===== config.mk =====
export PLATFORM = sky130hd
export DESIGN_NAME = lpht_queue
export DESIGN_NICKNAME = d
export VERILOG_FILES = /design/src/hdl/lpht_queue.sv
export SDC_FILE = /design/constraint.sdc
export NUM_CORES = 1
export LEC_CHECK = 0
export ABC_CLOCK_PERIOD_IN_PS = 4200
export BUFFER_PORTS_ARGS = -buffer_cell sky130_fd_sc_hd__buf_2
export CORE_MARGIN = 2
export CORE_UTILIZATION = 25
export CTS_CLUSTER_SIZE = 8
export DETAILED_ROUTE_END_ITERATION = 12
export MAX_ROUTING_LAYER = met4
export PLACE_DENSITY = 0.49
export SYNTH_ARGS = -nofsm -noshare
export SYNTH_HDL_FRONTEND = slang
export SYNTH_SLANG_ARGS = --single-unit
export TNS_END_PERCENT = 100

===== constraint.sdc =====
create_clock -name clk -period 4.2 [get_ports clk]
set_clock_uncertainty 0.05 [all_clocks]
set_input_delay 0.42 -clock clk [delete_from_list [all_inputs] [get_ports clk]]
set_output_delay 0.42 -clock clk [all_outputs]
set_load 0.005 [all_outputs]

===== src/hdl/lpht_queue.sv =====
`timescale 1ns / 1ps
// Small FIFO between the front end and the probe engine.
// Does not use lpht_pkg; holds opaque job words.
module lpht_queue #(
    parameter int DATA_W = 43,
    parameter int DEPTH  = 2
) (
    input  logic              clk,
    input  logic              rst_n,
    input  logic              push_valid,
    output logic              push_ready,
    input  logic [DATA_W-1:0] push_data,
    output logic              pop_valid,
    input  logic              pop_ready,
    output logic [DATA_W-1:0] pop_data
);

    localparam int PTR_W = (DEPTH > 1) ? $clog2(DEPTH) : 1;
    localparam int CNT_W = $clog2(DEPTH + 1);

    logic [DATA_W-1:0] store_reg [DEPTH];
    logic [PTR_W-1:0]  wr_ptr_reg, wr_ptr_next;
    logic [PTR_W-1:0]  rd_ptr_reg, rd_ptr_next;
    logic [CNT_W-1:0]  fill_reg, fill_next;
    logic              do_push, do_pop;

    assign push_ready = (fill_reg != CNT_W'(DEPTH));
    assign pop_valid  = (fill_reg != '0);
    assign pop_data   = store_reg[rd_ptr_reg];
    assign do_push    = push_valid && push_ready;
    assign do_pop     = pop_valid && pop_ready;

    always_comb
    begin
        wr_ptr_next = wr_ptr_reg;
        rd_ptr_next = rd_ptr_reg;
        fill_next   = fill_reg;
        if (do_push)
        begin
            wr_ptr_next = (wr_ptr_reg == PTR_W'(DEPTH - 1)) ? '0 : wr_ptr_reg + 1'b1;
        end
        if (do_pop)
        begin
            rd_ptr_next = (rd_ptr_reg == PTR_W'(DEPTH - 1)) ? '0 : rd_ptr_reg + 1'b1;
        end
        if (do_push && !do_pop)
        begin
            fill_next = fill_reg + 1'b1;
        end
        else if (do_pop && !do_push)
        begin
            fill_next = fill_reg - 1'b1;
        end
    end

    always_ff @(posedge clk or negedge rst_n)
    begin
        if (!rst_n)
        begin
            wr_ptr_reg <= '0;
            rd_ptr_reg <= '0;
            fill_reg   <= '0;
        end
        else
        begin
            wr_ptr_reg <= wr_ptr_next;
            rd_ptr_reg <= rd_ptr_next;
            fill_reg   <= fill_next;
        end
    end

    always_ff @(posedge clk)
    begin
        if (do_push)
        begin
            store_reg[wr_ptr_reg] <= push_data;
        end
    end

endmodule


# Word-level counts from Yosys, hierarchy flattened
# Memories as Yosys holds them, arrays and structs flattened.
# Cells that the tools add are included.
# totals
regBits	4
latch_bits	0
mem_bits_rw	86
mem_bits_ro	0
inputBits	47
output_inout_bits	45
word_cells	23
n_memories	1
# memory_table
name	words	width	read_ports	rd_clocked_by_memory_dff	write_ports	line	source
store_reg	2	43	1	0	1	21	logic [DATA_W-1:0] store_reg [DEPTH];
# op_classes
add_sub_neg	4
mul	0
div_mod_pow	0
magnitude_cmp	0
n_eq_ne	1
shift	0
mux	6
bitwise	0
reduce_logical	8
# op_table
op	count
1-bit logical AND	4
1-bit 2-to-1 mux	4
2-bit 2-to-1 mux	2
2-bit nonzero test	2
1-bit adder, second input constant	2
2-bit by 1-bit adder with 2-bit output, second input constant	1
1-bit logical NOT	2
2-bit != test, second input constant	1
2-bit by 1-bit subtractor with 2-bit output, second input constant	1

# Logic depth before layout (Yosys ltp)
# Gate-level depths: netlist of run 1.
# logic_depth
ltp_word	6
depth_mapped	7

# Least setup slack after synthesis of run 1
# No wires, ideal clock.
# synth_timing
path_type	register -> register
from	register fill_reg[0]
to	memory store_reg[0][0], enable pin
setup_time_ps	443
t_arrival_ps	2458
t_required_ps	3707
path_slack_ps	1248
path_stages_with_launch	4
n_path_buf	0
path_cell_list	dfrtp_1 -> nand2b_1 -> nand2_1 -> nor2_1
# synth_between
elab_chain_cells	4
# synth_rtl
item	line	source
start: declaration	24	logic [CNT_W-1:0] fill_reg, fill_next;
start signal: assignment	68	fill_reg <= fill_next;
2-bit != test	27	assign push_ready = (fill_reg != CNT_W'(DEPTH));
via push_ready	11	output logic push_ready,
1-bit logical AND	30	assign do_push = push_valid && push_ready;
1-bit 2-to-1 mux	74	if (do_push)
1-bit 2-to-1 mux (not written as such)	76	store_reg[wr_ptr_reg] <= push_data;
end: declaration	21	
# The timed path passes the listed nets, and every way through them passes these cells.

# Worst setup path after layout of run 1
# layout_timing
from	register rd_ptr_reg
to	output port pop_data[22]
# layout_between
elab_chain_cells	1
# layout_rtl
item	line	source
start: declaration	23	logic [PTR_W-1:0] rd_ptr_reg, rd_ptr_next;
start signal: assignment	67	rd_ptr_reg <= rd_ptr_next;
memory read 2 x 43 bit	-	
end: declaration	15	output logic [DATA_W-1:0] pop_data
# No other way between the ends.

==> run summary, run 1 <==
The run finished with clean final reports. Clock tree synthesis inserted a total of 9 buffers. At the pin with the least slew margin, the transition time is 1.10 ns. The top cell family by delay on the critical path is flip-flops. After global routing the overflow that remains totals 0.

Internal power comes to 2.18 mW. The worst setup path is captured at an output port. The number of ports placed on the die boundary came out at 92.

Static timing analysis puts the maximum clock frequency at 379 MHz. The maximum clock insertion buffer count is 2, and the count of mapped cells out of synthesis is 152. For the initial antenna violation count, the log shows 1.

The routed wire length per instance came out at 13.4 um. Prior to clock tree synthesis, the placed netlist has a worst setup slack of 1.86 ns. The startpoint type of the worst setup path is a flop. The logs give 0.767 for the sequential area share after synthesis and 3500 um2 for the cell area after synthesis. The ratio of final minimum period to clock period is 0.628, and the instance area at placement is 4110 um2. At the later pin of the worst-skew pair, clock insertion delay measures 0.34 ns. In this run the standard cell core region covers 13,800 um2. The wire-length estimate of the detail-placed layout is 3800 um. The run gives 799 uW as the switching power total.

The register with the most flip-flops in the layout has 86 of them. Cell with the largest stage delay on the worst path: sky130_fd_sc_hd__dfrtp_2. The logs give 4420 um2 for the area of all placed cells without fillers and 1.56 ns for the post-route worst setup slack.

Minimum hold slack: 0.216 ns. The first global-routing pass estimated 8960 um of wire. In this design, the stage delay of the slowest critical-path cell is 0.73 ns. The critical path buffer and inverter count is 2, and the number of setup violations in the final report is 0. In this run the horizontal extent of the chip is 122 um. The clock net in this run drives a total of 90 sinks.

The utilization after layout was 0.321. Data arrives at the worst endpoint at 2.17 ns. The kind of critical path is reg2out. In the final layout, flip-flops and latches occupy 2680 um2. Entering global routing, the biggest net connects 44 pins. The filler cell count in the final layout is 1,381, and the area of combinational cells with multiple inputs is 729 um2. After synthesis, the netlist uses 15 different library cells. The required time at the endpoint of the critical path is 3.73 ns.

The count of cells in the finished layout, fillers not included, comes to 438. For the floorplan row count, the log shows 43. The worst slew slack as a fraction of its limit was 0.268. The tool flagged a number of max-cap violations equal to 0. For this run, design rule violations remaining after detail routing come to 0.

The total of warnings raised by yosys is 0. The relative area change from synthesis to final layout is 26.4%. The run gives 0.264 as the clock group share of total power. TritonCTS built the clock tree.

The fraction of layout cells with a size suffix above 1 was 0.599; the via-per-instance ratio was 3.80. The die covers 15,000 um2. The final-layout setup total negative slack was 0 ns. The combinational group share of total power was 0.288; the power per cell area was 674 nW/um2.

The final RePlAce weighted congestion is 0.639. The switching power share of the total works out to 0.268. The run gives 0.254 as the initial standard-cell utilization of the core. In this run, synthesis produced a sequential element count of 90. After the first detailed-routing iteration, the DRC count stood at 94. The design draws 2.98 mW. The number of buffer cells added on primary ports came out at 91.

Setup repair after global routing left no endpoint under its margin. The count of nets left with antenna violations once routing finished came out at 0. The synthesized net count came out at 200. The proportion of power drawn by flip-flops and latches is 0.448, and the die outline height is 122 um.

Via count of the first global-routing pass: 1,721. The root buffer cell chosen for the clock tree is sky130_fd_sc_hd__clkbuf_16. The signal on the critical path passes through buf_4 > mux2_2 > buf_2. The total count of hold-check failures in the final report is 0. The tightest min-delay check is of the in2reg type. After layout, the minimum clock period comes to 2.64 ns. The pre-antenna-repair detailed-routing pass consisted of 4 iterations. Averaged over all synthesized cells, the footprint is 23.0 um2.

The maximum resistive drop on vdd came out at 0.578 mV. The detailed-route wire length is 5870 um. The detailed router placed 1,664 vias in this run. The clock transition at the registers of the reported paths is 0.06 ns. Count of nets after finishing: 300.

Along the worst path, the maximum fanout reaches 26. CTS built an H-tree with a depth of 3. Once placement completed, the tool counted placed cells totaling 420.

Final count of pins violating max slew: 0. The leakage dissipation is 1.74 nW. The tools report the global-route usage over all layers as 0.0873.
[routing by layer]
metal	routed length, um	track usage	share of wire
met5	0	-	0
met4	165	0.0603	0.028
met3	445	0.0330	0.076
met2	2820	0.125	0.48
met1	2440	0.101	0.42
[synth_stat cells]
| master | count | area (um2) |
|---|---|---|
| sky130_fd_sc_hd__mux2_2 | 4 | 45.0 |
| sky130_fd_sc_hd__nand2b_1 | 1 | 6.26 |
| sky130_fd_sc_hd__nand2_1 | 2 | 7.51 |
| sky130_fd_sc_hd__or2_1 | 1 | 6.26 |
| sky130_fd_sc_hd__mux2_4 | 39 | 586 |
| sky130_fd_sc_hd__and3_1 | 1 | 6.26 |
| sky130_fd_sc_hd__inv_1 | 1 | 3.75 |
| sky130_fd_sc_hd__nor2_1 | 2 | 7.51 |
| sky130_fd_sc_hd__buf_12 | 4 | 80.1 |
| sky130_fd_sc_hd__edfxtp_1 | 86 | 2580 |
| sky130_fd_sc_hd__xor2_1 | 2 | 17.5 |
| sky130_fd_sc_hd__xnor2_1 | 3 | 26.3 |
| sky130_fd_sc_hd__dfrtp_1 | 4 | 100 |
| sky130_fd_sc_hd__ha_1 | 1 | 12.5 |
| sky130_fd_sc_hd__buf_6 | 1 | 11.3 |
[worst register-to-register path: cells and delay by family, from the launching register on]
kind,cells,cell delay [ns]
buffers and inverters,1,0.43
DFF,1,0.40
and+or+nand+nor,3,0.96
[cell usage in the layout, fill, tap and decap left out]
cell type	n
sky130_fd_sc_hd__xnor2_1	3
sky130_fd_sc_hd__clkbuf_1	1
sky130_fd_sc_hd__dfrtp_2	1
sky130_fd_sc_hd__dfrtp_1	3
sky130_fd_sc_hd__buf_2	91
sky130_fd_sc_hd__inv_1	1
sky130_fd_sc_hd__edfxtp_1	86
sky130_fd_sc_hd__or2_1	1
sky130_fd_sc_hd__bufinv_16	1
sky130_fd_sc_hd__ha_1	1
sky130_fd_sc_hd__dlygate4sd3_1	1
sky130_fd_sc_hd__clkinvlp_4	3
sky130_fd_sc_hd__clkbuf_16	9
sky130_fd_sc_hd__nand2_1	2
sky130_fd_sc_hd__diode_2	1
sky130_fd_sc_hd__buf_4	2
sky130_fd_sc_hd__mux2_2	4
sky130_fd_sc_hd__clkinv_2	1
sky130_fd_sc_hd__and3_2	1
sky130_fd_sc_hd__mux2_4	39
sky130_fd_sc_hd__inv_6	1
sky130_fd_sc_hd__nand2b_1	1
sky130_fd_sc_hd__nor2_4	1
sky130_fd_sc_hd__nor2_1	1
sky130_fd_sc_hd__xor2_1	2
[layout make-up]
cell class	count	area share
diodes	1	0.000566
clock buffers	10	0.0518
clock inverters	6	0.0150
inverters	1	0.000849
multi-input cells	56	0.165
flip-flops and latches	90	0.607
well taps	180	0.0509
repair buffers	94	0.109
[kinds of logic after synthesis]
group	after synthesis	synth area share
xor+xnor	5	0.0125
mux	43	0.180
flops	90	0.767
fa+ha+maj	1	0.00358
simple gates	7	0.00966
buf+inv	6	0.0272
[what timing repair did]
item | in CTS | in global routing
hold endpoints to repair | 4 | 0
gates resized for setup | 0 | 0
buffers inserted | 0 | 0
hold buffers | 1 | 0
[final timing paths]
check / start / to / slack, ns / cells after the start
worst max register to register: fill_reg[0]$_DFFE_PN0P_ / store_reg[0][23]$_DFFE_PP_ / 2.03 / 4
worst min-delay path: push_data[35] / store_reg[1][35]$_DFFE_PP_ / 0.22 / 1
min in group asynchronous: rst_n / wr_ptr_reg$_DFFE_PN0P_ / 0.35 / 2
worst max-delay path: rd_ptr_reg$_DFFE_PN0P_ / pop_data[22] / 1.56 / 3
max in group asynchronous: rst_n / rd_ptr_reg$_DFFE_PN0P_ / 3.61 / 2
worst min register to register: fill_reg[1]$_DFFE_PN0P_ / fill_reg[1]$_DFFE_PN0P_ / 0.44 / 1
[power groups by stage]
stage | logic [mW] | clock network [mW] | registers, mW
global route | 0.943 | 0.846 | 1.37
finish | 0.857 | 0.788 | 1.33
floorplan | 0.687 | 0 | 1.30
global placement | 0.888 | 0 | 1.35
detailed placement | 0.885 | 0 | 1.36
CTS | 0.888 | 0.815 | 1.34
(Power assumes the default switching activity.)
==> inputs of run 2 (changes only) <==
Settings changed: ABC_CLOCK_PERIOD_IN_PS 4200 to 2180, PLACE_DENSITY 0.49 to 0.5.
Clock period 4.2 ns to 2.18 ns, I/O delays scaled along.
==> run 2 against run 1 <==
Against the previous run: die area is the same; global-route usage barely moved; largest cell class unchanged; wire length grew 6.1%; total power is 89% higher; design area down 0.20%; clock power rose by 70%; sequential power is 86% higher; non-clock buffer count is 2 higher; register-to-register slack worse by 1.4 ns; via count rose by 0.90%; sequential share of layout area up 0.12 points.
==> run summary, run 2 (synthesis results as in run 1) <==
The run gives 0 (-1) as the initial antenna violation count. STA classifies the critical path startpoint as a flop. Timing would allow up to 548 MHz. The tools report the cell internal power dissipation as 4.11 mW (+88%). For the combinational group share of total power, the log shows 0.323 (+0.035).

Leaving out fill and tap cells, the most frequent cell in the layout is sky130_fd_sc_hd__buf_2. The tools report the number of setup violations in the final report as 0 (unchanged). The filler cell count in the final layout was 1,407 (+1.9%); the detailed-route wire length was 6230 um (+6.1%). The area of the die is 15,000 um2 (unchanged). The critical path is of the reg2out type. The ratio of final minimum period to clock period was 0.837. The logs give 1,679 (+0.90%) for the routed via count and 0 (unchanged) for the number of setup buffers added after CTS.

The post-cts resize count came out at 0 (unchanged). The power per cell area came out at 1280 nW/um2 (+90%). Compared with the post-synthesis result, the final layout area differs by 26.1%.

The final-layout setup total negative slack is 0 ns (unchanged), and the clock transition at the registers of the reported paths is 0.06 ns (about the same). The floorplan row count is 43 (unchanged). The number of antenna-violating nets in the routed design is 0 (unchanged), and the minimum hold slack is 0.0176 ns (-0.198 ns). The tools report the number of DRC violations after detailed routing as 0 (unchanged). The fraction of layout cells with a size suffix above 1 was 0.599 (unchanged). The flow ran to the end, and the final reports show no timing, DRC or antenna violations.

The clock group share of total power was 0.237 (-0.027); the first-pass iteration count of the detailed router was 4 (unchanged). The total chip power was 5.64 mW (+89%). The tools report the final count of pins violating max slew as 0 (unchanged). The antenna cell count came out at 0 (-1).

The run gives 1.54 mW (+92%) as the switching power total. The global-route usage over all layers came out at 0.0872 (about the same). The worst slew slack as a fraction of its limit is 0.762 (+0.494), and the proportion of power drawn by flip-flops and latches is 0.440 (-0.008).

The tightest min-delay check is of the in2reg type. The final RePlAce weighted congestion is 0.709 (+11%). The critical path goes through buf_12 > mux2_2 > buf_2. Clock tree root buffer cell: sky130_fd_sc_hd__clkbuf_16. The worst setup path is captured at an output port. The switching power share of the total was 0.272 (+0.00403); the count of hold-fix buffers inserted at cts was 1 (unchanged).

The via-per-instance ratio works out to 3.84 (+1.1%). Via count of the first global-routing pass: 1,617 (-6.0%). The worst hold path begins at push_data[22].

The data arrival time of the worst path came out at 1.56 ns (-0.61 ns). The critical path buffer and inverter count works out to 2 (unchanged). The tools report the largest net degree at the start of global routing as 45 (+2.3%). The slew at the pin with the worst max-slew slack is 0.357 ns (-0.741 ns), and the maximum clock insertion buffer count is 2 (unchanged).

The run gives 13,800 um2 (unchanged) as the area inside the core boundary. Among all stages on the critical path, the largest delay is contributed by sky130_fd_sc_hd__mux2_2. Number of buffer cells added on primary ports: 91 (unchanged). The global-route wire length before repair is 8820 um (-1.6%).

The run gives 0.359 mV (-38%) as the maximum resistive drop on vdd. The clock buffer count from CTS is 9 (unchanged). The number of ports placed on the die boundary was 92 (unchanged).

The number of max-cap violations is 0 (unchanged). The logs give 90 (unchanged) for the number of clock sinks seen by CTS and 302 (+0.67%) for the count of nets after finishing. The worst register-to-register path begins at fill_reg[0]$_DFFE_PN0P_. For the required time at the endpoint of the critical path, the log shows 1.91 ns (-1.82 ns). The top cell types in the final layout, fill and taps aside, are sky130_fd_sc_hd__buf_2 (91), sky130_fd_sc_hd__edfxtp_1 (86), sky130_fd_sc_hd__mux2_4 (39), sky130_fd_sc_hd__clkbuf_16 (9). Leakage dissipation: 1.75 nW (+0.66%). The peak fanout along the critical path works out to 44 (+69%). The flip-flop count of the largest register after layout was 86 (unchanged); the largest stage delay on the critical path was 0.39 ns (-0.34 ns). The level count of the clock H-tree was 3 (unchanged); the die outline height was 122 um (unchanged). Setup repair after global routing left no endpoint under its margin. The critical path starts at rd_ptr_reg$_DFFE_PN0P_. The top cell family by delay on the critical path is buffers and inverters. Clock latency on the worst-skew pair: 0.34 ns (about the same). The total congestion overflow after global routing was 0 (unchanged); the die outline width was 122 um (unchanged). The final critical-path required period was 1.82 ns.

The tools report the total count of hold-check failures in the final report as 0 (unchanged). TritonCTS built the clock tree. The run gives 0.254 (unchanged) as the initial standard-cell utilization of the core.

Routed wire length per instance: 14.3 um (+6.3%). Initial DRC count: 60 (-36%). The tools report the HPWL after detailed placement as 3910 um (+3.0%).
[run 2: changes by cell type in the layout (fill, tap and decap cells not counted)]
cell                         before  now
sky130_fd_sc_hd__buf_12           0    2
sky130_fd_sc_hd__bufinv_16        1    0
sky130_fd_sc_hd__clkbuf_1         1    0
sky130_fd_sc_hd__clkinv_1         0    1
sky130_fd_sc_hd__clkinv_2         1    4
sky130_fd_sc_hd__clkinvlp_4       3    0
sky130_fd_sc_hd__diode_2          1    0
sky130_fd_sc_hd__inv_6            1    0
[run 2: layer usage]
layer / wire length (um) / up-vias / GRT usage
met5: 0 / - / -
met4: 179 / 0 / 0.0582
met3: 437 / 12 / 0.0330
met2: 2840 / 52 / 0.124
met1: 2780 / 824 / 0.102
li1: - / 791 / -
[run 2: final timing paths]
kind	cells past startpoint	slack [ns]	endpoint
worst min register to register	1	0.46	fill_reg[1]$_DFFE_PN0P_
worst max-delay path	3	0.36	pop_data[28]
worst max register to register	6	0.61	fill_reg[1]$_DFFE_PN0P_
max in group asynchronous	2	1.76	rd_ptr_reg$_DFFE_PN0P_
min in group asynchronous	2	0.19	fill_reg[0]$_DFFE_PN0P_
worst min-delay path	1	0.02	store_reg[1][22]$_DFFE_PP_
[run 2: cell type report]
| type | instances | area [um2] | area share |
|---|---|---|---|
| clock buffer | 9 | 225 | 0.0510 |
| inverter | 1 | 3.75 | 0.000851 |
| multi-input combinational | 56 | 729 | 0.165 |
| tap | 180 | 225 | 0.0510 |
| sequential | 90 | 2680 | 0.608 |
| timing repair buffer | 96 | 520 | 0.118 |
| clock inverter | 5 | 23.8 | 0.00539 |
[run 2: power by group through the flow]
stage | clock network (mW) | registers, mW | logic [mW]
2_1_floorplan | 0 | 2.50 | 1.33
3_3_place_gp | 0 | 2.51 | 1.88
3_5_place_dp | 0 | 2.52 | 1.89
4_1_cts | 1.38 | 2.49 | 1.89
5_1_grt | 1.45 | 2.52 | 1.99
6_report | 1.34 | 2.48 | 1.82
[run 2: stage by stage]
stage                     instances  area [um2]  worst slack [ns]   util
after detailed placement        422        4150             0.596  0.302
final                           437        4410             0.356  0.320
after CTS                       437        4410             0.324  0.320
after global placement          422        4150             0.661  0.302
after global routing            437        4410             0.284  0.320
after floorplan                 152        3510            0.0863      -
