## config.mk

```make
export PLATFORM = sky130hd
export DESIGN_NAME = lpht_front
export DESIGN_NICKNAME = d
export VERILOG_FILES = /design/src/hdl/lpht_pkg.sv /design/src/hdl/lpht_front.sv
export SDC_FILE = /design/constraint.sdc
export NUM_CORES = 1
export LEC_CHECK = 0
export ABC_AREA = 1
export BUFFER_PORTS_ARGS = -buffer_cell sky130_fd_sc_hd__buf_2
export CAP_MARGIN = 20
export CORE_ASPECT_RATIO = 0.9
export CORE_UTILIZATION = 52
export DETAILED_ROUTE_END_ITERATION = 8
export MAX_ROUTING_LAYER = met4
export PLACE_DENSITY = 0.77
export SLEW_MARGIN = 20
export SYNTH_ARGS = -nofsm -noshare
export SYNTH_HDL_FRONTEND = slang
export SYNTH_SLANG_ARGS = --single-unit
```

## constraint.sdc

```tcl
create_clock -name clk -period 6.3 [get_ports clk]
set_clock_uncertainty 0.1 [all_clocks]
set_input_delay 0.945 -clock clk [delete_from_list [all_inputs] [get_ports clk]]
set_output_delay 0.945 -clock clk [all_outputs]
set_load 0.01 [all_outputs]
```

## src/hdl/lpht_pkg.sv

```systemverilog
`timescale 1ns / 1ps
// Shared types and constants for the linear probing hash table.
// No dependencies; every other file but lpht_queue takes names from here by scope.
package lpht_pkg;

    localparam int KEY_W              = 32;
    localparam int CFG_W              = 11;
    localparam int COUNT_W            = 11;
    localparam int SLOT_OUT_W         = 10;
    localparam int STATUS_W           = 2;
    localparam int MOD_BITS_PER_CYCLE = 4;
    localparam int MOD_CYCLES         = KEY_W / MOD_BITS_PER_CYCLE;
    localparam int MOD_CNT_W          = $clog2(MOD_CYCLES);

    localparam logic [KEY_W-1:0] KEY_MASK      = 32'h7FFF_FFFF;
    localparam logic [CFG_W-1:0] TABLE_SIZE_RST = 11'd1024;

    typedef enum logic {
        CMD_SEARCH = 1'b0,
        CMD_INSERT = 1'b1
    } lpht_cmd_t;

    typedef enum logic [STATUS_W-1:0] {
        ST_SUCCESS   = 2'd0,
        ST_ABSENT    = 2'd1,
        ST_EXHAUSTED = 2'd2,
        ST_FULL      = 2'd3
    } lpht_status_t;

    typedef enum logic [1:0] {
        FE_IDLE,
        FE_MOD,
        FE_PUSH
    } lpht_fe_state_t;

    typedef enum logic [1:0] {
        BK_CLEAR,
        BK_IDLE,
        BK_PROBE,
        BK_DONE
    } lpht_bk_state_t;

endpackage

```

## src/hdl/lpht_front.sv

```systemverilog
`timescale 1ns / 1ps
// Front end: takes in a transaction and reduces the masked key modulo the table size.
// Uses lpht_pkg; hands {command, key, home slot} to the job queue.
module lpht_front #(
    parameter int ESZ_W = 11,
    parameter int IDX_W = 10
) (
    input  logic                          clk,
    input  logic                          rst_n,
    input  logic [ESZ_W-1:0]              eff_size,
    input  logic                          take_valid,
    output logic                          take_ready,
    input  logic                          take_cmd,
    input  logic [lpht_pkg::KEY_W-1:0]    take_key,
    output logic                          push_valid,
    input  logic                          push_ready,
    output logic [lpht_pkg::KEY_W+IDX_W:0] push_data
);

    localparam int RW = ESZ_W + 1;

    lpht_pkg::lpht_fe_state_t            state_reg, state_next;
    logic [lpht_pkg::MOD_CNT_W-1:0]      mod_cnt_reg, mod_cnt_next;
    logic [RW-1:0]                       rem_reg, rem_next;
    logic [lpht_pkg::KEY_W-1:0]          div_reg, div_next;
    logic                                cmd_reg, cmd_next;
    logic [lpht_pkg::KEY_W-1:0]          key_reg, key_next;
    logic                                accept;

    assign accept = take_valid && take_ready;

    // next state
    always_comb
    begin
        state_next = state_reg;
        case (state_reg)
            lpht_pkg::FE_IDLE:
            begin
                if (accept)
                begin
                    state_next = lpht_pkg::FE_MOD;
                end
            end
            lpht_pkg::FE_MOD:
            begin
                if (mod_cnt_reg == lpht_pkg::MOD_CNT_W'(lpht_pkg::MOD_CYCLES - 1))
                begin
                    state_next = lpht_pkg::FE_PUSH;
                end
            end
            lpht_pkg::FE_PUSH:
            begin
                if (push_ready)
                begin
                    state_next = lpht_pkg::FE_IDLE;
                end
            end
            default:
            begin
                state_next = lpht_pkg::FE_IDLE;
            end
        endcase
    end

    // outputs and datapath: a few restoring remainder steps per cycle
    always_comb
    begin
        logic [RW-1:0]              r;
        logic [lpht_pkg::KEY_W-1:0] d;
        take_ready  = (state_reg == lpht_pkg::FE_IDLE);
        push_valid  = (state_reg == lpht_pkg::FE_PUSH);
        mod_cnt_next = mod_cnt_reg;
        rem_next    = rem_reg;
        div_next    = div_reg;
        cmd_next    = cmd_reg;
        key_next    = key_reg;
        r           = rem_reg;
        d           = div_reg;
        case (state_reg)
            lpht_pkg::FE_IDLE:
            begin
                if (accept)
                begin
                    cmd_next     = take_cmd;
                    key_next     = take_key;
                    div_next     = take_key & lpht_pkg::KEY_MASK;
                    rem_next     = '0;
                    mod_cnt_next = '0;
                end
            end
            lpht_pkg::FE_MOD:
            begin
                for (int k = 0; k < lpht_pkg::MOD_BITS_PER_CYCLE; k++)
                begin
                    r = {r[RW-2:0], d[lpht_pkg::KEY_W-1]};
                    d = {d[lpht_pkg::KEY_W-2:0], 1'b0};
                    if (r >= {1'b0, eff_size})
                    begin
                        r = r - {1'b0, eff_size};
                    end
                end
                rem_next     = r;
                div_next     = d;
                mod_cnt_next = mod_cnt_reg + 1'b1;
            end
            default:
            begin
            end
        endcase
    end

    assign push_data = {cmd_reg, key_reg, IDX_W'(rem_reg)};

    always_ff @(posedge clk or negedge rst_n)
    begin
        if (!rst_n)
        begin
            state_reg   <= lpht_pkg::FE_IDLE;
            mod_cnt_reg <= '0;
        end
        else
        begin
            state_reg   <= state_next;
            mod_cnt_reg <= mod_cnt_next;
        end
    end

    always_ff @(posedge clk)
    begin
        rem_reg <= rem_next;
        div_reg <= div_next;
        cmd_reg <= cmd_next;
        key_reg <= key_next;
    end

    // remainder is reduced below the table size when it is handed on
    a_rem_reduced: assert property (@(posedge clk) disable iff (!rst_n)
        (state_reg == lpht_pkg::FE_PUSH) |-> (rem_reg < {1'b0, eff_size}))
        else $error("home slot not below table size");

    a_mod_restart: assert property (@(posedge clk) disable iff (!rst_n)
        accept |=> (mod_cnt_reg == '0 && rem_reg == '0 && state_reg == lpht_pkg::FE_MOD))
        else $error("reduction did not restart on a new transaction");

    a_push_after_mod: assert property (@(posedge clk) disable iff (!rst_n)
        $rose(push_valid) |-> ($past(state_reg) == lpht_pkg::FE_MOD
                               && $past(mod_cnt_reg)
                                  == lpht_pkg::MOD_CNT_W'(lpht_pkg::MOD_CYCLES - 1)))
        else $error("job offered before the reduction finished");

endmodule

```

-- Word level (Yosys, flattened, before mapping)
Cells that the tools add are included.
- equality and inequality tests: 6
- reductions and logical operators: 6
- add/sub/neg operators: 5
- mux-type cells: 17
- order comparisons: 4
- operators with widths (cell ; count):
    11-bit two-way mux ; 8
    32-bit one-hot mux with 2 select lines ; 1
    12-bit by 11-bit greater-or-equal comparator with 1-bit output ; 4
    11-bit subtractor ; 4
    32-bit two-way mux ; 1
    11-bit one-hot mux with 2 select lines ; 1
    2-bit two-way mux ; 3
    2-bit one-hot mux with 3 select lines ; 1
    3-bit one-hot mux with 2 select lines ; 1
    2-bit by 1-bit inequality test with 1-bit output (second input constant) ; 2
    2-bit AND reduction ; 2
    3-bit by 1-bit adder with 3-bit output (second input constant) ; 1
    3-bit equality test (second input constant) ; 1
    3-bit two-way mux ; 1
    3-bit AND reduction ; 1
    2-bit by 1-bit equality test with 1-bit output (second input constant) ; 1
    2-bit equality test (second input constant) ; 1
    2-bit logical NOT ; 1
    2-bit inequality test (second input constant) ; 1
    2-bit nonzero test ; 1
    1-bit logical AND ; 1
- register bits after elaboration: 81
- input port bits: 48

-- Depth between registers and ports, before layout
Gate-level depths: netlist of run 1.
- depth after elaboration: 12
- depth in mapped cells: 51
- gate-level depth less buffers: 49

-- Worst setup path before layout of run 1
OpenSTA, ideal clock, no wires.
- path kind: input port to flip-flop
- start point: input eff_size[0]
- end point: register rem_reg[4], data pin
- stages on the path: 47
- path slack: -892 ps
- library setup time: 250 ps
- buffers on the path: 3
- required time: 5950 ps
- data arrival time: 6841 ps
- cell sequence: ha_1 fa_1 inv_1 nand3_1 nand3_1 nand2_2 nand3_4 buf_2 nand2_1 nand2_1 inv_1 ha_1 inv_2 nor3_2 nand3_1 nand3_1 nand2_2 nand3_4 [11 not listed] nor2_1 nand3_4 buf_4 o21ai_0 inv_2 ha_1 a21oi_1 o21ai_0 a21oi_1 o21ai_0 nand2_1 inv_1 nor2_1 inv_1 nor2_1 nand3_1 nand2_1 nor2_1
- word-level cells in the longest chain between the ends: 12
- elaborated cells between the ends (all ways): 16
- ends and longest elaborated chain (what ; RTL line ; RTL):
    start: declaration ; lpht_front.sv:10 ; input logic [ESZ_W-1:0] eff_size,
    11-bit subtractor / 12-bit by 11-bit greater-or-equal comparator with 1-bit output (equally long branches) ; lpht_front.sv:99, lpht_front.sv:97 ;
    11-bit two-way mux ; lpht_front.sv:97 ; if (r >= {1'b0, eff_size})
    11-bit two-way mux ; lpht_front.sv:79 ; case (state_reg)
    11-bit subtractor / 12-bit by 11-bit greater-or-equal comparator with 1-bit output (equally long branches) ; lpht_front.sv:99, lpht_front.sv:97 ;
    11-bit two-way mux ; lpht_front.sv:97 ;
    11-bit two-way mux ; lpht_front.sv:79 ;
    11-bit subtractor / 12-bit by 11-bit greater-or-equal comparator with 1-bit output (equally long branches) ; lpht_front.sv:99, lpht_front.sv:97 ;
    11-bit two-way mux ; lpht_front.sv:97 ;
    11-bit two-way mux ; lpht_front.sv:79 ;
    11-bit subtractor / 12-bit by 11-bit greater-or-equal comparator with 1-bit output (equally long branches) ; lpht_front.sv:99, lpht_front.sv:97 ;
    11-bit two-way mux (*) ; lpht_front.sv:97 ;
    11-bit one-hot mux with 2 select lines (*) ; lpht_front.sv:79 ;
    end signal: assignment ; lpht_front.sv:130 ; rem_reg <= rem_next;
    end: declaration ; lpht_front.sv:24 ; logic [RW-1:0] rem_reg, rem_next;
Every way passes the cells marked *; elsewhere a longest branch is shown, timed or not. The select of a mux whose other input is x is not followed.
A chain may end at the register's enable or synchronous reset.

-- Final worst setup path of run 1
- start point: input eff_size[0]
- end point: register rem_reg[0], data pin
- word-level cells in the longest chain between the ends: 12
- elaborated cells between the ends (all ways): 16
- ends and longest elaborated chain (what ; RTL line):
    11-bit subtractor / 12-bit by 11-bit greater-or-equal comparator with 1-bit output (equally long branches) ; lpht_front.sv:99, lpht_front.sv:97
    11-bit two-way mux ; lpht_front.sv:97
    11-bit two-way mux ; lpht_front.sv:79
    11-bit subtractor / 12-bit by 11-bit greater-or-equal comparator with 1-bit output (equally long branches) ; lpht_front.sv:99, lpht_front.sv:97
    11-bit two-way mux ; lpht_front.sv:97
    11-bit two-way mux ; lpht_front.sv:79
    11-bit subtractor / 12-bit by 11-bit greater-or-equal comparator with 1-bit output (equally long branches) ; lpht_front.sv:99, lpht_front.sv:97
    11-bit two-way mux ; lpht_front.sv:97
    11-bit two-way mux ; lpht_front.sv:79
    12-bit by 11-bit greater-or-equal comparator with 1-bit output ; lpht_front.sv:97
    11-bit two-way mux (*) ; lpht_front.sv:97
    11-bit one-hot mux with 2 select lines (*) ; lpht_front.sv:79
Marks and branches as above.

==> impl_results.md, run 1 <==
- Tmin final: 6.88 ns
- Vias in the first global route: 6899
- Commonest non-fill, non-tap cell in the layout: buf_4
- Global-route met2 utilization: 62.7%
- Initial antenna violation count: 0
- WP data arrival: 6.86 ns
- FILL cells: 502
- Synthesized area: 0.00598 mm^2
- Relative slew slack: 32.2%
- Fin cells: 1207
- Seq cells post-synth: 81
- Max frequency: 0.145 GHz
- GR Util met3: 12.2%
- Final Hold Fails: 0
- WS Path Type: in -> reg
- First-pass GRT wire length: 35200 um
- Floorplan row count: 36
- Pre-CTS WS: -1.04 ns
- Mapped Cells: 742
- IO Count: 93
- Worst-path clk slew: 0.06 ns
- Pin count of the biggest net entering global routing: 38
- PortBufs: 92
- Synthesized area per cell: 8.06 um^2
- Req. time, crit path: 6.28 ns
- Dominant cell type by area after synthesis: edfxtp_1
- Via density: 5.74
- Clock sinks: 81
- CP delay by family, top: simple AND/OR/NAND/NOR gates
- Root Buffer: clkbuf_16
- Unrepaired setup endpoints after global routing: true
- Pre-Repair DR Iteration Count: 5
- Sequential area share after synthesis: 40.2%
- Top cell type's share of synthesized area: 38.2%
- Most frequent cells in the layout: buf_4, nand2_1, buf_2
- DRC Markers: 0
- Final Worst Setup Slack: -0.577 ns
- Hold crit path type: in -> async
- Share of post-route cells with drive strength above 1: 52.9%
- Final core utilization: 89.3%
- Synth-to-layout area growth: 64.0%
- Synth warn: 0
- CP Capture Type: register
- Met1 usage: 48.5%
- Nets: 1150
- Antenna Nets Post-Route: 0
- Total GRT Usage: 40.2%
- Die W: 115 um
- Die Area: 0.0119 mm^2
- Total gr overflow: 0
- Final Cycle Share: 109%
- Starting Density: 54.4%
- H-tree levels: 3
- CP bufs+invs: 9
- Core ar.: 0.0110 mm^2
- Post-route cell area: 0.00981 mm^2
- Syn_nets: 840
- Max-cap violations: 0
- CTS tree: yes
- Num CTS Buffers: 9
- Placed Cells: 1125
- CP max stage cell: fa_2
- Top Usage Layer GRT: met2
- Placed Area: 0.00809 mm^2
- Die Span Y: 104 um
- Post-DP HPWL: 14900 um
- Run status: complete, but fails checks
- Crit-path max FO: 8
- Startpoint types: input pin
- Drt total wl: 25200 um
- Largest cells by area after synthesis: edfxtp_1, nand2_1, ha_1
- Drt wl/cell: 20.9 um
- Final GP Congestion: 0.941
- Fin. max-slew vios: 0
- Final setup vio count: 11
- Antenna Cells: 0
- Synth unique cells: 44
- FFs w/ async S/R, synth: 6.17%
- Clk buf depth: 2
- Hold-fix buffers, CTS: 0
- EDFF count, synth: 76
- Least-Margin Pin Slew: 1.02 ns
- Via Count: 6932
- Worst-Skew Late Latency: 0.34 ns
- Failing checks: setup timing
- CP peak stage delay: 0.40 ns
- Main flop type after synthesis: edfxtp_1
- Initial drt markers: 843
## path summary, 6_finish.rpt
path | from | to | slack (ns) | depth (start not counted)
max | eff_size[0] | rem_reg[0] | -0.58 | 44
max reg2reg | div_reg[31] | rem_reg[0] | -0.43 | 44
min in group clk | div_reg[18] | div_reg[22] | 0.42 | 2
min | rst_n | state_reg[1] | 0.32 | 1
max in group asynchronous | rst_n | state_reg[0] | 5.65 | 1
min reg2reg | div_reg[18] | div_reg[22] | 0.42 | 2
## timing repair
item / 4_1_cts / 5_1_grt
endpoints found under the setup margin: 11 / 11
resized for setup: 155 / 55
pin swaps: 96 / 61
cloned: 5 / 0
buffers inserted: 53 / 11
## worst register-to-register path, delay by kind of cell, from the launching register on
kind	cells	cell delay [ns]
AND/OR/NAND/NOR	21	2.58
AO/OA/AOI/OAI	8	1.25
adder cells (fa/ha/maj)	5	1.17
buffers and inverters	10	1.01
flip-flops	1	0.35
## per-layer routing
layer / share of wire (%) / vias to the layer above / routed length (um)
met1: 38 / 3263 / 9550
met4: 5.4 / 0 / 1360
met2: 47 / 496 / 11900
met3: 9.7 / 137 / 2450
met5: 0 / - / 0
li1: - / 3036 / -
## final cells by class
| cell class | count | area, um^2 | share of cell area [%] |
|---|---|---|---|
| flip-flops and latches | 81 | 2410 | 24.5 |
| well taps | 152 | 190 | 1.94 |
| clock inverters | 4 | 46.3 | 0.472 |
| repair buffers | 317 | 2250 | 23.0 |
| inverters | 111 | 447 | 4.55 |
| clock buffers | 10 | 229 | 2.33 |
| multi-input cells | 532 | 4240 | 43.2 |
## logic make-up after synthesis
kind of cell,Yosys count,share of synthesized area [%]
AOI/OAI and AO/OA,76,7.53
xor gates and xnor gates,31,4.54
adders and majority gates,50,11.0
buffers and inverters,134,9.43
DFF,81,40.2
and+or+nand+nor,370,27.3
## cells in the mapped netlist (3+ instances only)
library cell and instances:
fa_1 4, xor2_1 18, o21ai_0 18, nand3_1 28, xnor2_1 13, dfrtp_1 5
inv_2 11, inv_1 99, o31ai_1 3, a21oi_1 32, o21ai_1 6, nor2_2 3
edfxtp_1 76, nand2_1 238, nor2_1 60, clkbuf_1 6, nor2_4 3, o2111ai_1 3
buf_4 12, nand3_4 6, nand4_1 15, ha_1 46, nand2_2 7
## stage by stage
step	TNS [ns]	hold WS, ns
2_1_floorplan	-1.90	0.368
3_3_place_gp	-10.06	0.384
3_5_place_dp	-10.86	0.392
4_1_cts	-0.458	0.315
5_1_grt	-7.08	0.310
6_report	-5.82	0.317
Power of run 1 is left out: the tool's default activity adds up to more than one toggle a clock period on the data nets, which glitch-free logic cannot reach.
==> run 2: changes to the inputs <==
--- a/config.mk
+++ b/config.mk
@@ -6,11 +6,12 @@
 export NUM_CORES = 1
 export LEC_CHECK = 0
 export ABC_AREA = 1
-export BUFFER_PORTS_ARGS = -buffer_cell sky130_fd_sc_hd__buf_2
+export BUFFER_PORTS_ARGS = -buffer_cell sky130_fd_sc_hd__buf_4
 export CAP_MARGIN = 20
 export CORE_ASPECT_RATIO = 0.9
 export CORE_UTILIZATION = 52
 export DETAILED_ROUTE_END_ITERATION = 8
+export GPL_TIMING_DRIVEN = 0
 export MAX_ROUTING_LAYER = met4
 export PLACE_DENSITY = 0.77
 export SLEW_MARGIN = 20
==> run 2 against run 1 <==
Compared with the run above: via count fell by 11%; die area stayed put; sequential cell count is the same; final cell count down 8.1%; register-to-register slack better by 0.02 ns; the run still ends with setup timing left; critical path type unchanged; critical path depth is 2 higher; worst hold slack worse by 0.0058 ns; critical endpoint is now rem_reg[2]; final area fell by 6.2%; non-clock buffer count shrank 95; sequential share of layout area grew 1.6 points; utilization fell by 5.5 points; first-iteration DRC count down 25%.
==> impl_results.md, run 2 (synthesis results as in run 1) <==
- Antenna Cells: 0
- Core ar.: 0.0110 mm^2
- Num CTS Buffers: 9
- Tmin final: 7.00 ns
- Hold crit path type: in -> async
- Failing checks: setup timing
- Via Count: 6149
- Req. time, crit path: 6.28 ns
- Die Span Y: 104 um
- First-pass GRT wire length: 27400 um
- H-tree levels: 3
- CP peak stage delay: 0.42 ns
- Root Buffer: clkbuf_16
- Initial drt markers: 634
- Final GP Congestion: 0.947
- Fin. max-slew vios: 0
- Vias in the first global route: 5477
- Drt total wl: 20500 um
- Placed Area: 0.00726 mm^2
- Final Hold Fails: 0
- Run status: complete, but fails checks
- Reg area: 0.00241 mm^2
- Worst-path clk slew: 0.06 ns
- Floorplan row count: 36
- Area of the multi-input gates: 0.00409 mm^2
- FILL cells: 653
- Total gr overflow: 0
- Hold-fix buffers, CTS: 0
- WS Path Type: in -> reg
- Nets: 1050
- Pre-Repair DR Iteration Count: 5
- Starting Density: 54.4%
- WP data arrival: 6.98 ns
- Total GRT Usage: 31.1%
- Startpoint types: input pin
- Clk buf depth: 2
- Post-route cell area: 0.00921 mm^2
- Clock sinks: 81
- Final Worst Setup Slack: -0.699 ns
- Commonest non-fill, non-tap cell in the layout: buf_4
- IO Count: 93
- Setup TNS: -6.27 ns
- CP Capture Type: register
- Via density: 5.54
- Most frequent cells in the layout: buf_4, nand2_1, edfxtp_1
- Relative slew slack: 51.2%
- Die Area: 0.0119 mm^2
- Final Cycle Share: 111%
- Die W: 115 um
- Most common cell on crit path: inv_2
- Pin count of the biggest net entering global routing: 35
- Unrepaired setup endpoints after global routing: true
- Worst-Skew Late Latency: 0.33 ns
- Final setup vio count: 11
- Max frequency: 0.143 GHz
- Synth-to-layout area growth: 53.9%
- Max-cap violations: 0
- Antenna Nets Post-Route: 0
- Post-DP HPWL: 12500 um
- Drt wl/cell: 18.4 um
- CP max stage cell: o41ai_4
- Initial antenna violation count: 0
- PortBufs: 92
- Share of post-route cells with drive strength above 1: 47.3%
- Crit-path max FO: 6
- DRC Markers: 0
- CTS tree: yes
- Least-Margin Pin Slew: 0.731 ns
## run 2: cell types whose count changed in the layout (fill, tap and decap cells not counted), sizes merged
cell,previous run,this run
buf,317,216
clkinvlp,3,12
clkbuf,10,16
nand3,41,36
inv,108,101
## run 2: what timing repair did
| action | CTS | global route |
|---|---|---|
| gates cloned | 4 | 0 |
| hold endpoints to repair | 0 | 0 |
| setup buffers | 55 | 48 |
| gates resized for setup | 99 | 94 |
| pin swaps | 59 | 83 |
| endpoints found under the setup margin | 11 | 11 |
## run 2: final cells by class
cell class | count | area share (%)
Inverter | 111 | 5.07
Clock buffer | 10 | 2.49
Buffer | 23 | 1.79
Multi-Input combinational cell | 527 | 44.4
Timing Repair Buffer | 199 | 17.3
Clock inverter | 6 | 0.720
Sequential cell | 81 | 26.1
Tap cell | 152 | 2.07
## run 2: path summary, 6_finish.rpt
kind / from / endpoint / slack [ns] / depth (start not counted)
max: eff_size[0] / rem_reg[2] / -0.70 / 46
min: rst_n / state_reg[1] / 0.31 / 1
max reg2reg: rem_reg[4] / rem_reg[2] / -0.41 / 43
min reg2reg: div_reg[16] / div_reg[20] / 0.41 / 2
max in group asynchronous: rst_n / mod_cnt_reg[2] / 5.68 / 1
min in group clk: div_reg[16] / div_reg[20] / 0.41 / 2
## run 2: routing by layer
layer | wire length [um] | global-route usage (%) | part of all wire, % | up-vias
li1 | - | - | - | 2829
met1 | 8260 | 41.8 | 40 | 2889
met2 | 9550 | 47.0 | 47 | 345
met3 | 1870 | 7.90 | 9.1 | 86
met4 | 779 | 7.24 | 3.8 | 0
met5 | 0 | - | 0 | -
## run 2: worst max-delay path, delay by kind of cell
kind | cells | cell delay [ns]
buffers and inverters | 12 | 1.10
adder cells (fa/ha/maj) | 5 | 1.30
AND/OR/NAND/NOR | 24 | 2.66
AO/OA/AOI/OAI | 5 | 0.97
## run 2: metrics by stage
stage / hold WS, ns / utilization (%) / cells / setup slack [ns]
2_1_floorplan: 0.368 / - / 742 / -0.181
3_3_place_gp: 0.385 / 65.9 / 986 / -1.50
3_5_place_dp: 0.403 / 66.1 / 987 / -1.57
4_1_cts: 0.302 / 77.7 / 1062 / -0.311
5_1_grt: 0.303 / 83.8 / 1109 / -0.888
6_report: 0.311 / 83.8 / 1109 / -0.699
Power of run 2 is left out for the same reason.
==> run 3: changes to the inputs <==
--- a/config.mk
+++ b/config.mk
@@ -6,14 +6,14 @@
 export NUM_CORES = 1
 export LEC_CHECK = 0
 export ABC_AREA = 1
-export BUFFER_PORTS_ARGS = -buffer_cell sky130_fd_sc_hd__buf_4
 export CAP_MARGIN = 20
 export CORE_ASPECT_RATIO = 0.9
-export CORE_UTILIZATION = 52
+export CORE_UTILIZATION = 65
 export DETAILED_ROUTE_END_ITERATION = 8
+export DONT_BUFFER_PORTS = 1
 export GPL_TIMING_DRIVEN = 0
 export MAX_ROUTING_LAYER = met4
-export PLACE_DENSITY = 0.77
+export PLACE_DENSITY = 0.81
 export SLEW_MARGIN = 20
 export SYNTH_ARGS = -nofsm -noshare
 export SYNTH_HDL_FRONTEND = slang
==> constraint.sdc (replaced) <==
create_clock -name clk -period 8.35 [get_ports clk]
set_clock_uncertainty 0.1 [all_clocks]
set_input_delay 1.2525 -clock clk [delete_from_list [all_inputs] [get_ports clk]]
set_output_delay 1.2525 -clock clk [all_outputs]
set_load 0.01 [all_outputs]
==> run 3 against run 2 <==
Compared with the run above: the flow now finishes without violations; non-clock buffer count down 193; via count fell by 19%; utilization down 9.6 points; register-to-register slack better by 1.3 ns; critical path depth unchanged; sequential share of layout area up 11 points; final area down 29%; routed wire length is 27% lower.
==> impl_results.md, run 3 (synthesis results as in run 1) <==
- Post-DP HPWL: 11400 um
- IO Count: 93
- Final Hold Fails: 0
- PortBufs: 0
- Vias in the first global route: 4602
- Antenna Cells: 0
- H-tree levels: 3
- Hold crit path type: reg -> reg
- Startpoint types: input pin
- Hold Slack: 0.421 ns
- Clock sinks: 81
- Synth-to-layout area growth: 8.70%
- Via density: 5.67
- Pin count of the biggest net entering global routing: 35
- Worst-Skew Late Latency: 0.35 ns
- Via Count: 5009
- First-pass GRT wire length: 22900 um
- Num CTS Buffers: 9
- Nets: 857
- Starting Density: 68.2%
- Worst-path clk slew: 0.09 ns
- CP Capture Type: register
- Pre-Repair DR Iteration Count: 5
- Max-cap violations: 0
- Initial drt markers: 340
- Die W: 103 um
- Most common cell on crit path: nand2_1
- Total gr overflow: 0
- Req. time, crit path: 8.35 ns
- Drt wl/cell: 16.8 um
- Relative slew slack: 51.5%
- Tmin final: 7.92 ns
- Final GP Congestion: 0.981
- Die Span Y: 93.0 um
- Clk buf depth: 2
- WS Path Type: in -> reg
- Hold-fix buffers, CTS: 0
- Run status: finished, final reports clean
- Share of post-route cells with drive strength above 1: 12.8%
- Final Cycle Share: 94.9%
- Initial antenna violation count: 0
- Fin. max-slew vios: 0
- Commonest non-fill, non-tap cell in the layout: nand2_1
- Floorplan row count: 32
- Crit-path max FO: 10
- CP max stage cell: fa_1
- Drt total wl: 14800 um
- Die Area: 0.00959 mm^2
- Least-Margin Pin Slew: 0.726 ns
- Max frequency: 0.126 GHz
- CP peak stage delay: 0.43 ns
- DRC Markers: 0
- Total GRT Usage: 33.5%
- Final setup vio count: 0
- FILL cells: 663
- Most frequent cells in the layout: nand2_1, inv_1, edfxtp_1
- Root Buffer: clkbuf_8
- Antenna Nets Post-Route: 0
- Core ar.: 0.00877 mm^2
- WP data arrival: 7.93 ns
- CTS tree: yes
## run 3: cell types whose count changed in the layout (fill, tap and decap cells not counted), sizes merged
cell and change:
inv +14, buf -193, clkbuf -1, clkinvlp -11
clkinv -1, bufinv -1
## run 3: cell type report
cell class | count | area (um^2) | area share [%]
Tap cell | 119 | 149 | 2.29
Buffer | 23 | 150 | 2.31
Clock buffer | 9 | 124 | 1.90
Timing Repair Buffer | 6 | 57.6 | 0.885
Multi-Input combinational cell | 527 | 3130 | 48.1
Sequential cell | 81 | 2410 | 37.0
Inverter | 111 | 417 | 6.41
Clock inverter | 7 | 72.6 | 1.12
## run 3: critical path: cells and delay by family
family / cells / cell delay (ns)
and+or+nand+nor: 23 / 2.42
adders and majority gates: 5 / 1.65
AOI/OAI and AO/OA: 8 / 1.43
buffers and inverters: 10 / 1.13
## run 3: repair_timing
action / in CTS / in global routing
buffers inserted: 0 / 5
setup endpoints to repair: 11 / 11
pin swaps: 0 / 1
resized for setup: 4 / 28
## run 3: metrics by stage
step | util (%) | worst slack (ns) | TNS, ns | instance area [um^2] | std cells
floorplan | - | 0.851 | 0 | 5980 | 742
global placement | 69.9 | -0.364 | -3.34 | 6130 | 861
detailed placement | 70.1 | -0.510 | -4.97 | 6150 | 862
CTS | 72.5 | 0.0218 | 0 | 6360 | 878
global route | 74.2 | -0.0637 | -0.105 | 6500 | 883
finish | 74.2 | 0.426 | 0 | 6500 | 883
## run 3: path summary, 6_finish.rpt
| kind | cells after the start | slack [ns] | end | startpoint |
|---|---|---|---|---|
| hold reg to reg | 2 | 0.42 | div_reg[20] | div_reg[16] |
| setup reg to reg | 47 | 0.88 | rem_reg[5] | div_reg[31] |
| setup / recovery | 46 | 0.43 | rem_reg[5] | eff_size[0] |
| max in group asynchronous | 0 | 7.59 | state_reg[1] | rst_n |
| hold / removal | 2 | 0.42 | div_reg[20] | div_reg[16] |
| min in group asynchronous | 0 | 0.49 | state_reg[0] | rst_n |
## run 3: metal layers
metal | track usage [%] | up-vias | share of wire (%)
met5 | - | - | 0
met4 | 10.4 | 0 | 2.5
met3 | 6.88 | 36 | 8.8
met2 | 49.4 | 245 | 46
met1 | 46.7 | 2293 | 43
li1 | - | 2435 | -
Power of run 3 is left out for the same reason.
